### config.mk
export PLATFORM = sky130hd
export DESIGN_NAME = sprite_quad_vertex_generator
export DESIGN_NICKNAME = d
export VERILOG_FILES = /design/src/sv/sqvg_pkg.sv /design/src/sv/sqvg_ctrl.sv /design/src/sv/sqvg_dp.sv /design/src/sv/sprite_quad_vertex_generator.sv
export SDC_FILE = /design/constraint.sdc
export NUM_CORES = 2
export LEC_CHECK = 0
export ABC_AREA = 1
export BUFFER_PORTS_ARGS = -buffer_cell sky130_fd_sc_hd__buf_4
export CAP_MARGIN = 30
export CORE_MARGIN = 2
export CORE_UTILIZATION = 57
export DETAILED_ROUTE_END_ITERATION = 8
export GPL_ROUTABILITY_DRIVEN = 0
export PLACE_DENSITY = 0.82
export SYNTH_ARGS = -nofsm -noshare
export SYNTH_HDL_FRONTEND = slang
export SYNTH_SLANG_ARGS = --single-unit
### constraint.sdc
create_clock -name clock -period 19.4 [get_ports clock]
set_input_delay 1.94 -clock clock [delete_from_list [all_inputs] [get_ports clock]]
set_output_delay 1.94 -clock clock [all_outputs]
set_load 0.02 [all_outputs]
### src/sv/sqvg_pkg.sv
`timescale 1ns / 1ps
package sqvg_pkg;

   localparam int SLOT_COUNT_DEF = 32;
   localparam int MAX_QUADS_DEF  = 8192;

   localparam int POLY_A = 102944;
   localparam int POLY_B = 42048;
   localparam int POLY_C = 4640;

   localparam logic [3:0]  LAST_STEP   = 4'd11;
   localparam logic [31:0] WHITE_RGBA  = 32'hffff_ffff;
   localparam logic [15:0] UNIT_TILING = 16'h0100;

   localparam logic [1:0] STATUS_OK         = 2'd0;
   localparam logic [1:0] STATUS_SLOTS_FULL = 2'd1;
   localparam logic [1:0] STATUS_BATCH_FULL = 2'd2;

   typedef enum logic [1:0] {
      KIND_SCENE = 2'd0,
      KIND_FLAT  = 2'd1,
      KIND_TEX   = 2'd2,
      KIND_RSVD  = 2'd3
   } kind_type;

   typedef enum logic [2:0] {
      ST_IDLE,
      ST_CLASSIFY,
      ST_SRCH_RD,
      ST_SRCH_CMP,
      ST_MUL,
      ST_WB,
      ST_OFFSET,
      ST_EMIT
   } state_type;

   typedef struct packed {
      logic       load_in;
      logic       clr_scene;
      logic       classify;
      logic       mem_rd;
      logic       next_idx;
      logic       hit;
      logic       claim;
      logic       mul;
      logic       wb;
      logic       offset;
      logic       emit;
      logic [3:0] step;
      logic [1:0] corner;
   } cmd_type;

   typedef struct packed {
      logic [1:0] kind;
      logic       batch_full;
      logic       idx_end;
      logic       match;
      logic       out_free;
   } sts_type;

endpackage

### src/sv/sqvg_ctrl.sv
`timescale 1ns / 1ps
module sqvg_ctrl (
   input  logic                clock,
   input  logic                reset,
   input  logic                req_tvalid,
   output logic                req_tready,
   input  sqvg_pkg::sts_type   sts,
   output sqvg_pkg::cmd_type   cmd
);

   sqvg_pkg::state_type state_ff, state_in;
   logic [3:0] step_ff;
   logic [1:0] corner_ff;

   always_ff @(posedge clock) begin
      if (reset) begin
         state_ff  <= sqvg_pkg::ST_IDLE;
         step_ff   <= '0;
         corner_ff <= '0;
      end else begin
         state_ff <= state_in;
         if (state_ff == sqvg_pkg::ST_IDLE) begin
            step_ff   <= '0;
            corner_ff <= '0;
         end else begin
            if (state_ff == sqvg_pkg::ST_WB) step_ff <= step_ff + 4'd1;
            if (state_ff == sqvg_pkg::ST_EMIT && sts.out_free) corner_ff <= corner_ff + 2'd1;
         end
      end
   end

   always_comb begin
      state_in = state_ff;
      unique case (state_ff)
         sqvg_pkg::ST_IDLE:
            if (req_tvalid) state_in = sqvg_pkg::ST_CLASSIFY;
         sqvg_pkg::ST_CLASSIFY: begin
            case (sts.kind)
               sqvg_pkg::KIND_FLAT: state_in = sqvg_pkg::ST_MUL;
               sqvg_pkg::KIND_TEX:
                  state_in = sts.batch_full ? sqvg_pkg::ST_MUL : sqvg_pkg::ST_SRCH_RD;
               default: state_in = sqvg_pkg::ST_IDLE;
            endcase
         end
         sqvg_pkg::ST_SRCH_RD:
            state_in = sts.idx_end ? sqvg_pkg::ST_MUL : sqvg_pkg::ST_SRCH_CMP;
         sqvg_pkg::ST_SRCH_CMP:
            state_in = sts.match ? sqvg_pkg::ST_MUL : sqvg_pkg::ST_SRCH_RD;
         sqvg_pkg::ST_MUL:
            state_in = sqvg_pkg::ST_WB;
         sqvg_pkg::ST_WB:
            state_in = (step_ff == sqvg_pkg::LAST_STEP) ? sqvg_pkg::ST_OFFSET : sqvg_pkg::ST_MUL;
         sqvg_pkg::ST_OFFSET:
            state_in = sqvg_pkg::ST_EMIT;
         sqvg_pkg::ST_EMIT:
            if (sts.out_free)
               state_in = (corner_ff == 2'd3) ? sqvg_pkg::ST_IDLE : sqvg_pkg::ST_OFFSET;
         default: state_in = sqvg_pkg::ST_IDLE;
      endcase
   end

   always_comb begin
      cmd        = '0;
      cmd.step   = step_ff;
      cmd.corner = corner_ff;
      req_tready = 1'b0;
      unique case (state_ff)
         sqvg_pkg::ST_IDLE: begin
            req_tready  = 1'b1;
            cmd.load_in = req_tvalid;
         end
         sqvg_pkg::ST_CLASSIFY: begin
            cmd.clr_scene = (sts.kind == sqvg_pkg::KIND_SCENE);
            cmd.classify  = (sts.kind == sqvg_pkg::KIND_FLAT) ||
                            (sts.kind == sqvg_pkg::KIND_TEX);
         end
         sqvg_pkg::ST_SRCH_RD: begin
            cmd.claim  = sts.idx_end;
            cmd.mem_rd = !sts.idx_end;
         end
         sqvg_pkg::ST_SRCH_CMP: begin
            cmd.hit      = sts.match;
            cmd.next_idx = !sts.match;
         end
         sqvg_pkg::ST_MUL:    cmd.mul = 1'b1;
         sqvg_pkg::ST_WB:     cmd.wb = 1'b1;
         sqvg_pkg::ST_OFFSET: cmd.offset = 1'b1;
         sqvg_pkg::ST_EMIT:   cmd.emit = sts.out_free;
         default: ;
      endcase
   end

endmodule

### src/sv/sqvg_dp.sv
`timescale 1ns / 1ps
module sqvg_dp #(
   parameter int SLOT_COUNT = sqvg_pkg::SLOT_COUNT_DEF,
   parameter int MAX_QUADS  = sqvg_pkg::MAX_QUADS_DEF
) (
   input  logic               clock,
   input  logic               reset,
   input  logic [255:0]       req_tdata,
   input  logic [1:0]         req_tuser,
   output logic [175:0]       rsp_tdata,
   output logic               rsp_tlast,
   output logic               rsp_tvalid,
   input  logic               rsp_tready,
   input  sqvg_pkg::cmd_type  cmd,
   output sqvg_pkg::sts_type  sts
);

   localparam int SW = $clog2(SLOT_COUNT + 1);
   localparam int AW = $clog2(SLOT_COUNT);
   localparam int QW = $clog2(MAX_QUADS + 1);

   logic [1:0]         kind_ff;
   logic signed [31:0] pos_x_ff, pos_y_ff, size_x_ff, size_y_ff;
   logic [31:0]        pos_z_ff, color_ff, tex_id_ff;
   logic [15:0]        angle_ff, tiling_ff;

   logic [31:0] slot_mem [SLOT_COUNT];
   logic [31:0] rd_ff;
   logic [SW-1:0] slots_used_ff, idx_ff, slot_ff;
   logic [QW-1:0] quad_count_ff;
   logic [1:0]    status_ff;
   logic          batch_full, room;

   logic [16:0]        x2_ff, t_ff;
   logic signed [17:0] sin_ff, cos_ff;
   logic signed [50:0] prod_ff;
   logic signed [48:0] pa_ff, pb_ff, pc_ff, pd_ff;
   logic signed [32:0] offx_ff, offy_ff;

   logic               rsp_valid_ff, out_free;
   logic [175:0]       rsp_data_ff;
   logic               rsp_last_ff;

   assign batch_full = (quad_count_ff >= QW'(MAX_QUADS));
   assign room       = (slots_used_ff < SW'(SLOT_COUNT));
   assign out_free   = !rsp_valid_ff || rsp_tready;

   assign sts.kind       = kind_ff;
   assign sts.batch_full = batch_full;
   assign sts.idx_end    = (idx_ff >= slots_used_ff);
   assign sts.match      = (rd_ff == tex_id_ff);
   assign sts.out_free   = out_free;

   always_ff @(posedge clock) begin
      if (cmd.load_in) begin
         kind_ff   <= req_tuser;
         pos_x_ff  <= req_tdata[31:0];
         pos_y_ff  <= req_tdata[63:32];
         pos_z_ff  <= req_tdata[95:64];
         size_x_ff <= req_tdata[127:96];
         size_y_ff <= req_tdata[159:128];
         angle_ff  <= req_tdata[175:160];
         color_ff  <= req_tdata[207:176];
         tex_id_ff <= req_tdata[239:208];
         tiling_ff <= req_tdata[255:240];
      end
   end

   // slot table, one entry per search step
   always_ff @(posedge clock) begin
      if (cmd.claim && room) slot_mem[slots_used_ff[AW-1:0]] <= tex_id_ff;
      if (cmd.mem_rd) rd_ff <= slot_mem[idx_ff[AW-1:0]];
   end

   always_ff @(posedge clock) begin
      if (reset) begin
         slots_used_ff <= SW'(1);
         quad_count_ff <= '0;
      end else if (cmd.clr_scene) begin
         slots_used_ff <= SW'(1);
         quad_count_ff <= '0;
      end else begin
         if (cmd.classify && !batch_full) quad_count_ff <= quad_count_ff + QW'(1);
         if (cmd.claim && room) slots_used_ff <= slots_used_ff + SW'(1);
      end
   end

   always_ff @(posedge clock) begin
      if (cmd.classify) begin
         slot_ff   <= '0;
         idx_ff    <= SW'(1);
         status_ff <= batch_full ? sqvg_pkg::STATUS_BATCH_FULL : sqvg_pkg::STATUS_OK;
      end
      if (cmd.next_idx) idx_ff <= idx_ff + SW'(1);
      if (cmd.hit) slot_ff <= idx_ff;
      if (cmd.claim) begin
         if (room) slot_ff <= slots_used_ff;
         else status_ff <= sqvg_pkg::STATUS_SLOTS_FULL;
      end
   end

   // quarter-wave argument for sine and cosine
   logic [15:0]        angle_c;
   logic [15:0]        ang_cur;
   logic [16:0]        x_cur, mag;
   logic signed [32:0] op_a;
   logic signed [17:0] op_b;

   assign angle_c = angle_ff + 16'd16384;
   assign ang_cur = (cmd.step < 4'd4) ? angle_ff : angle_c;
   assign x_cur   = ang_cur[14] ? ((17'd16384 - {3'b0, ang_cur[13:0]}) << 2)
                                : ({3'b0, ang_cur[13:0]} << 2);
   assign mag     = prod_ff[32:16];

   always_comb begin
      case (cmd.step) inside
         4'd0, 4'd4: begin op_a = {16'b0, x_cur};        op_b = {1'b0, x_cur}; end
         4'd1, 4'd5: begin op_a = 33'(sqvg_pkg::POLY_C); op_b = {1'b0, x2_ff}; end
         4'd2, 4'd6: begin op_a = {16'b0, t_ff};         op_b = {1'b0, x2_ff}; end
         4'd3, 4'd7: begin op_a = {16'b0, x_cur};        op_b = {1'b0, t_ff};  end
         4'd8:       begin op_a = 33'(size_x_ff);        op_b = cos_ff;        end
         4'd9:       begin op_a = 33'(size_y_ff);        op_b = sin_ff;        end
         4'd10:      begin op_a = 33'(size_y_ff);        op_b = cos_ff;        end
         default:    begin op_a = 33'(size_x_ff);        op_b = sin_ff;        end
      endcase
   end

   always_ff @(posedge clock) begin
      if (cmd.mul) prod_ff <= op_a * op_b;
      if (cmd.wb) begin
         case (cmd.step) inside
            4'd0, 4'd4: x2_ff <= mag;
            4'd1, 4'd5: t_ff  <= 17'(sqvg_pkg::POLY_B) - mag;
            4'd2, 4'd6: t_ff  <= 17'(sqvg_pkg::POLY_A) - mag;
            4'd3: sin_ff <= ang_cur[15] ? -$signed({1'b0, mag}) : $signed({1'b0, mag});
            4'd7: cos_ff <= ang_cur[15] ? -$signed({1'b0, mag}) : $signed({1'b0, mag});
            4'd8:  pa_ff <= prod_ff[48:0];
            4'd9:  pb_ff <= prod_ff[48:0];
            4'd10: pc_ff <= prod_ff[48:0];
            default: pd_ff <= prod_ff[48:0];
         endcase
      end
   end

   // corner offsets, rounded half up to Q16.16
   logic               neg_x, neg_y;
   logic signed [49:0] ta, tb, tc, td, vx, vy, rx, ry;

   assign neg_x = (cmd.corner == 2'd0) || (cmd.corner == 2'd3);
   assign neg_y = !cmd.corner[1];
   assign ta = neg_x ? -50'(pa_ff) : 50'(pa_ff);
   assign tb = neg_y ? -50'(pb_ff) : 50'(pb_ff);
   assign tc = neg_y ? -50'(pc_ff) : 50'(pc_ff);
   assign td = neg_x ? -50'(pd_ff) : 50'(pd_ff);
   assign vx = ta + tb;
   assign vy = tc - td;
   assign rx = (vx + 50'sd65536) >>> 17;
   assign ry = (vy + 50'sd65536) >>> 17;

   always_ff @(posedge clock) begin
      if (cmd.offset) begin
         offx_ff <= rx[32:0];
         offy_ff <= ry[32:0];
      end
   end

   function automatic logic [31:0] sat32(input logic signed [33:0] v);
      if (v > 34'sd2147483647) sat32 = 32'h7fff_ffff;
      else if (v < -34'sd2147483648) sat32 = 32'h8000_0000;
      else sat32 = v[31:0];
   endfunction

   logic signed [33:0] sum_x, sum_y;
   logic [31:0]        ic_full, vcolor, slot_wide;
   logic [15:0]        vtiling;
   logic               is_tex;

   assign sum_x     = 34'(pos_x_ff) + 34'(offx_ff);
   assign sum_y     = 34'(pos_y_ff) + 34'(offy_ff);
   assign ic_full   = (32'(quad_count_ff) << 2) + (32'(quad_count_ff) << 1);
   assign is_tex    = (kind_ff == sqvg_pkg::KIND_TEX);
   assign vcolor    = is_tex ? sqvg_pkg::WHITE_RGBA : color_ff;
   assign vtiling   = is_tex ? tiling_ff : sqvg_pkg::UNIT_TILING;
   assign slot_wide = 32'(slot_ff);

   always_ff @(posedge clock) begin
      if (reset) rsp_valid_ff <= 1'b0;
      else if (cmd.emit) rsp_valid_ff <= 1'b1;
      else if (rsp_tready) rsp_valid_ff <= 1'b0;
   end

   always_ff @(posedge clock) begin
      if (cmd.emit) begin
         rsp_data_ff <= {7'b0, status_ff, ic_full[15:0], vtiling, slot_wide[4:0],
                         cmd.corner[1], (cmd.corner[0] ^ cmd.corner[1]),
                         vcolor, pos_z_ff, sat32(sum_y), sat32(sum_x)};
         rsp_last_ff <= (cmd.corner == 2'd3);
      end
   end

   assign rsp_tvalid = rsp_valid_ff;
   assign rsp_tdata  = rsp_data_ff;
   assign rsp_tlast  = rsp_last_ff;

endmodule

### src/sv/sprite_quad_vertex_generator.sv
`timescale 1ns / 1ps
// A flat quad is classified, then sine, cosine and the four corner products are formed
// on one shared multiplier; each of its four vertices is then offset and emitted in turn.
// A textured quad, unless the batch is full, also compares slot-table entries and claims a slot if none matches.
// Output stalls hold back the vertex emission.
// Only one request is taken at a time; begin-scene and unknown kinds skip the arithmetic.
// Reset: synchronous; quad count 0, one slot in use, output empty.
module sprite_quad_vertex_generator #(
   parameter int SLOT_COUNT = sqvg_pkg::SLOT_COUNT_DEF,
   parameter int MAX_QUADS  = sqvg_pkg::MAX_QUADS_DEF
) (
   input  logic         clock,
   input  logic         reset,
   input  logic         req_tvalid,
   output logic         req_tready,
   // pos_x, pos_y, pos_z, size_x, size_y, angle, color_rgba, texture_id, tiling
   input  logic [255:0] req_tdata,
   // kind
   input  logic [1:0]   req_tuser,
   output logic         rsp_tvalid,
   input  logic         rsp_tready,
   // vert_x, vert_y, vert_z, vert_color, tex_u, tex_v, tex_slot, vert_tiling,
   // index_count, status, zero pad
   output logic [175:0] rsp_tdata,
   output logic         rsp_tlast
);

   sqvg_pkg::cmd_type cmd;
   sqvg_pkg::sts_type sts;

   sqvg_ctrl u_ctrl (
      .clock      (clock),
      .reset      (reset),
      .req_tvalid (req_tvalid),
      .req_tready (req_tready),
      .sts        (sts),
      .cmd        (cmd)
   );

   sqvg_dp #(
      .SLOT_COUNT (SLOT_COUNT),
      .MAX_QUADS  (MAX_QUADS)
   ) u_dp (
      .clock      (clock),
      .reset      (reset),
      .req_tdata  (req_tdata),
      .req_tuser  (req_tuser),
      .rsp_tdata  (rsp_tdata),
      .rsp_tlast  (rsp_tlast),
      .rsp_tvalid (rsp_tvalid),
      .rsp_tready (rsp_tready),
      .cmd        (cmd),
      .sts        (sts)
   );

`ifndef SYNTHESIS
   a_busy_after_request: assert property (@(posedge clock) disable iff (reset)
      req_tvalid && req_tready |=> !req_tready)
      else $error("controller stayed ready after taking a request");

   a_emit_into_free: assert property (@(posedge clock) disable iff (reset)
      cmd.emit |-> sts.out_free)
      else $error("vertex loaded over an unaccepted vertex");

   a_valid_from_emit: assert property (@(posedge clock) disable iff (reset)
      $rose(rsp_tvalid) |-> $past(cmd.emit))
      else $error("output valid without a vertex load");
`endif

endmodule
# Word level (Yosys, flattened, before mapping)
# Memories as Yosys holds them, arrays and structs flattened. A register that Yosys moved wholly into a read port is not among the register bits.
# Cells that the tools add are included.
# W data, S select, Z words.
# totals
regBits	853
in_bits	262
ramBits	1024
word_cells	190
out_inout_bits	179
memories	1
# classes
order_cmp	8
addsub	21
n_bitwise	9
eq_ne	24
n_reduce_logical	32
mux	58
n_mul	1
# mem_list
name	depth	word_bits	rd	rd_ports_with_merged_regs	write_ports	line	rtl
u_dp.slot_mem	32	32	1	1	1	sqvg_dp.sv:27	logic [31:0] slot_mem [SLOT_COUNT];
# ops
op	count
$mux W33	7
$mux W50	4
$neg A49 Y50	4
$mux W18	8
$add A50 B18 Y50 const B	2
$add A32 B33 Y34	2
$gt A34 B32 Y1 const B	2
$lt A34 B32 Y1 const B	2
$mux W32	2
$mux W17	3
$add A50 B50 Y50	1
$sub A50 B50 Y50	1
$mul A33 B18 Y49	1
$mux W6	6
$eq A32 B32 Y1	1
$pmux W3 S8	1
$mux W3	6
$neg A17 Y18	1
$reduce_and A9 Y1	2
$sub A16 B17 Y17 const A	1
$sub A17 B17 Y17 const A	1
$add A16 B15 Y16	1
$add A16 B15 Y16 const B	1
$eq A4 B3 Y1 const B	4
other kinds (39)	89

# Longest topological paths before layout
# logic_depth
depth_word	9
depth_mapped	39
depth_no_buf	38

# Cells and area by module
# Synthesis repeated with hierarchy kept, for this count alone.
# unflattened
hier_cells	10848
area_unflattened_um2	110063.1
# by_module_without_submodules
module	seq_area_each_um2	area_each_um2	n_inst	cells_per_inst
sqvg_dp	56714.4	109399.9	1	10745
sqvg_ctrl	180.2	663.1	1	103

# Worst setup path before layout
# OpenSTA, ideal clock, no wires.
# synth_path
kind	input to register
startpoint	input req_tvalid
endpoint	register u_dp.angle_ff[0] (enable)
n_path_buf	0
cell_stages	2
slack_ns	-1.001
t_required_ns	18.208
setup_ns	1.192
t_arrival_ns	19.209
cell_sequence	inv_1 > nor3_1
# synth_lines
element	line	rtl
start, declared	sprite_quad_vertex_generator.sv:14	input logic req_tvalid,
end signal, assigned	sqvg_dp.sv:62	angle_ff <= req_tdata[175:160];
end, declared	sqvg_dp.sv:25	logic [15:0] angle_ff, tiling_ff;

# Final worst setup path
# layout_path
startpoint	register u_ctrl.step_ff[1]
endpoint	register u_dp.prod_ff[41] (data pin)
# layout_between
elab_chain_cells	9
word_cells_on_any_way	34
cone_classes	add/sub: 1; mul: 1; order compare: 1; eq/ne: 10; mux: 16; reduce/logical: 5
# layout_lines
element	line	rtl
start, declared	sqvg_ctrl.sv:12	logic [3:0] step_ff;
start signal, assigned	sqvg_ctrl.sv:26	if (state_ff == sqvg_pkg::ST_WB) step_ff <= step_ff + 4'd1;
$lt A4 B3 Y1 / $eq A4 B4 Y1 (equally long branches)	-	
$mux W16 (tied with other cells)	sqvg_dp.sv:110	assign ang_cur = (cmd.step < 4'd4) ? angle_ff : angle_c;
$sub A15 B14 Y15 (tied with other cells)	sqvg_dp.sv:111	assign x_cur = ang_cur[14] ? ((17'd16384 - {3'b0, ang_cur[13:0]}) << 2)
$mux W17 (tied with other cells)	sqvg_dp.sv:111	
$mux W33 / $mux W18 (equally long branches) (4 in series)	sqvg_dp.sv:116	case (cmd.step) inside
$mul A33 B18 Y49 *	sqvg_dp.sv:129	if (cmd.mul) prod_ff <= op_a * op_b;
end signal, assigned	sqvg_dp.sv:129	
end, declared	sqvg_dp.sv:36	logic signed [50:0] prod_ff;
# Every way passes the cells marked *; elsewhere a longest branch is shown, timed or not.
# A chain may end at the register's enable or synchronous reset.

==> impl_metrics.yaml <==
synthesis:
  synthArstFlopShare: 0
  ys_seq_area_frac: 0.519
  syn_avg_cell_area_um2: 10.2
  ys_seq_elements: 1907
  synth_common_cells: "1870 x edfxtp_1, 1852 x nand2_1, 1389 x inv_1"
  yosysWarnings: 0
  synth_ff_type: "edfxtp_1"
  synth_edf_count: 1870
  synth_top_cell_by_area: "edfxtp_1"
  post-synth-top-count-cell: "edfxtp_1"
  synth_area_leaders: "edfxtp_1 51%, fa_1 10%, nand2_1 6.3%, ha_1 4.9%, inv_1 4.8%"
  synth_top_area_share: 0.512
  synth.distinct_cells: 61
  synth_cells: 10800
  netlist_area_um2: 110000
worst_setup_path:
  r2r_cells: 29
  slowest_stage: "fa_1"
  worstSetupStartpointType: "register"
  arrival_ns: 10.62
  r2r-start: "u_ctrl.step_ff[1]"
  critPathMaxStageDelay_ns: 0.72
  critPathKind: "reg -> reg"
  reg2reg_to: "u_dp.prod_ff[41]"
  reg2reg_slack_ns: 9.39
  cpMostUsedCell: "inv_1"
  worst-path-max-fanout: 23
  cp.required_ns: 20.02
  critPathCaptureType: "register"
timing:
  slew_headroom: 0.209
  fin_ws_ns: 9.39
  hold_viol_final: 0
  fmax_mhz: 99.9
  rsz0062_at_grt: "no"
  period_share: 0.516
  fin_skew_ns: 0.114
  tightest_slew_ns: 1.19
  holdWs_ns: 0.418
  slew_viol_final: 0
  totalNegativeSetupSlack_ns: 0
  finalSetupViolCount: 0
  finalCriticalPeriod_ns: 10.01
cts:
  tritoncts: "built"
  root_buffer: "clkbuf_16"
  clock_latency_ns: 0.90
  clkTransAtPathRegs_ns: 0.06
  holdBufCountCts: 0
  cts_resized: 0
  htreeDepth: 4
  clk_path_buf_depth: 3
  cts.sinks: 1907
  postCtsSetupRepairBufs: 0
  cts_made_buffers: 191
power_and_ir_drop:
  p_per_area_nw_per_um2: 112
  power.leakage_nw: 49.1
  power_mw: 13.7
  peakVddDrop_mv: 0.420
die:
  initial_utilization: 0.572
  dieWidth_um: 443
  dieArea_um2: 196000
  coreArea_um2: 192000
  rows: 161
  die_h_um: 443
  ios: 441
worst_hold_path:
  holdPathEnd: "u_dp.rsp_tdata[64]"
  hold_start: "u_dp.pos_z_ff[0]"
  hold_class: "reg -> reg"
  hold-path-cell-count: 0
layout:
  area_growth_pct: 11.8
  fin_nets: 12400
  final_area_um2: 123000
  drive_above_1_share: 0.0906
  stdcell_count: 13800
  fin_util: 0.639
grt:
  grt_max_degree: 199
  grt_antenna_before_repair: 11
  grt_pass1_vias: 84900
  grt.overflow.total: 0
  grtUsageTotal: 0.326
  grt_pass1_wl_mm: 489
routing:
  vias_per_cell: 6.19
  wirelength_mm: 324
  vias: 85700
  wire_per_inst_um: 23.4
  initialDrtViolationCount: 13200
  drc: 2
  ant_nets: 0
  drt_pass1_iterations: 9
place:
  placed_cell_area_um2: 116000
  dp_hpwl_mm: 218
  dp_cells: 13500
  dpl_worst_slack_ns: 10.02
  portBuffers: 432
run_status:
  outcome: "finished, violations left"
  violations: "DRC"
job:
  cap_viol_max_count: 0
state kept, by name, indices dropped and copies added (netlist names), 32 cells and up:
register	count
u_dp.rsp_tdata	168
u_dp.offx_ff	33
u_dp.rd_ff	32
u_dp.pa_ff	49
u_dp.slot_mem	1024
u_dp.prod_ff	49
u_dp.color_ff	32
u_dp.size_y_ff	32
u_dp.pc_ff	49
u_dp.size_x_ff	32
u_dp.pb_ff	49
u_dp.pd_ff	49
u_dp.tex_id_ff	32
u_dp.pos_x_ff	32
u_dp.pos_z_ff	32
u_dp.offy_ff	33
u_dp.pos_y_ff	32
area by class of cell:
type | instances | area, um2
antenna | 10 | 25.0
timing repair buffer | 554 | 4560
sequential | 1907 | 56900
inverter | 1427 | 5380
clock inverter | 125 | 1440
multi-input combinational | 7063 | 46200
fill | 13900 | 69300
clock buffer | 229 | 4990
tap | 2526 | 3160
cell families (layout without fill, tap and decap cells):
group                    Yosys count  after routing  share of synthesized area
XOR/XNOR                         399            399                     0.0319
other                              1             18                  0.0000342
adder cells (fa/ha/maj)          977            977                      0.149
AO/OA/AOI/OAI                   1712           1712                     0.0893
flip-flops                      1907           1907                      0.519
buffers and inverters           1787           2335                     0.0630
AND/OR/NAND/NOR                 3967           3967                      0.148
worst max-delay path, delay by kind of cell (launching register included):
family | cells | cell delay [ns]
flops | 1 | 0.42
buf+inv | 9 | 1.54
fa+ha+maj | 8 | 4.25
xor+xnor | 1 | 0.08
simple gates | 11 | 3.41
power by group:
| group | switching, mW | internal (mW) | leakage, nW |
|---|---|---|---|
| logic | 3.34 | 1.67 | 28.7 |
| registers | 0.108 | 4.85 | 17.2 |
| clock network | 1.63 | 2.11 | 3.10 |
| total | 5.08 | 8.63 | 49.1 |
worst max path at each step:
stage | from | end | slack (ns) | depth (start not counted)
global placement | u_ctrl.step_ff[1] | u_dp.prod_ff[41] | 10.24 | 29
CTS | u_ctrl.step_ff[0] | u_dp.prod_ff[41] | 9.92 | 29
detailed placement | u_ctrl.step_ff[0] | u_dp.prod_ff[41] | 10.02 | 29
floorplan | req_tvalid | u_dp.angle_ff[0] | 6.71 | 2
global route | u_ctrl.step_ff[0] | u_dp.prod_ff[42] | 9.16 | 29
finish | u_ctrl.step_ff[1] | u_dp.prod_ff[41] | 9.39 | 29
cell usage in the layout (no fill, tap or decap), types with 11 or more instances in the layout:
cell type and count:
buf_16 18, nor2_1 1317, o21bai_1 28, o31ai_1 17
edfxtp_1 1870, or2_2 60, xnor2_1 98, o221ai_1 106
a21boi_0 13, nor2_4 37, dfxtp_1 37, clkbuf_16 191
ha_1 426, clkinv_1 38, a31oi_1 51, clkinv_2 38
o21a_1 14, nor4_1 47, a21o_1 41, nand2_1 1852
o22ai_1 157, inv_1 1382, nand4_1 118, o211ai_1 63
o21ai_0 812, inv_2 37, nor3_1 110, a21oi_1 372
clkinv_16 11, bufinv_16 19, buf_4 532, clkinvlp_4 11
nand2_2 19, nand3b_1 15, xor2_1 301, clkbuf_1 31
fa_1 550, nand3_1 369
layer usage:
metal,vias to the layer above,part of all wire,global-route usage
met2,6863,0.44,0.496
met3,1551,0.14,0.0805
met5,-,0.000092,0
li1,37000,-,-
met1,40200,0.35,0.424
met4,6,0.072,0.198
No activity file was read; power rests on OpenSTA's default activity.
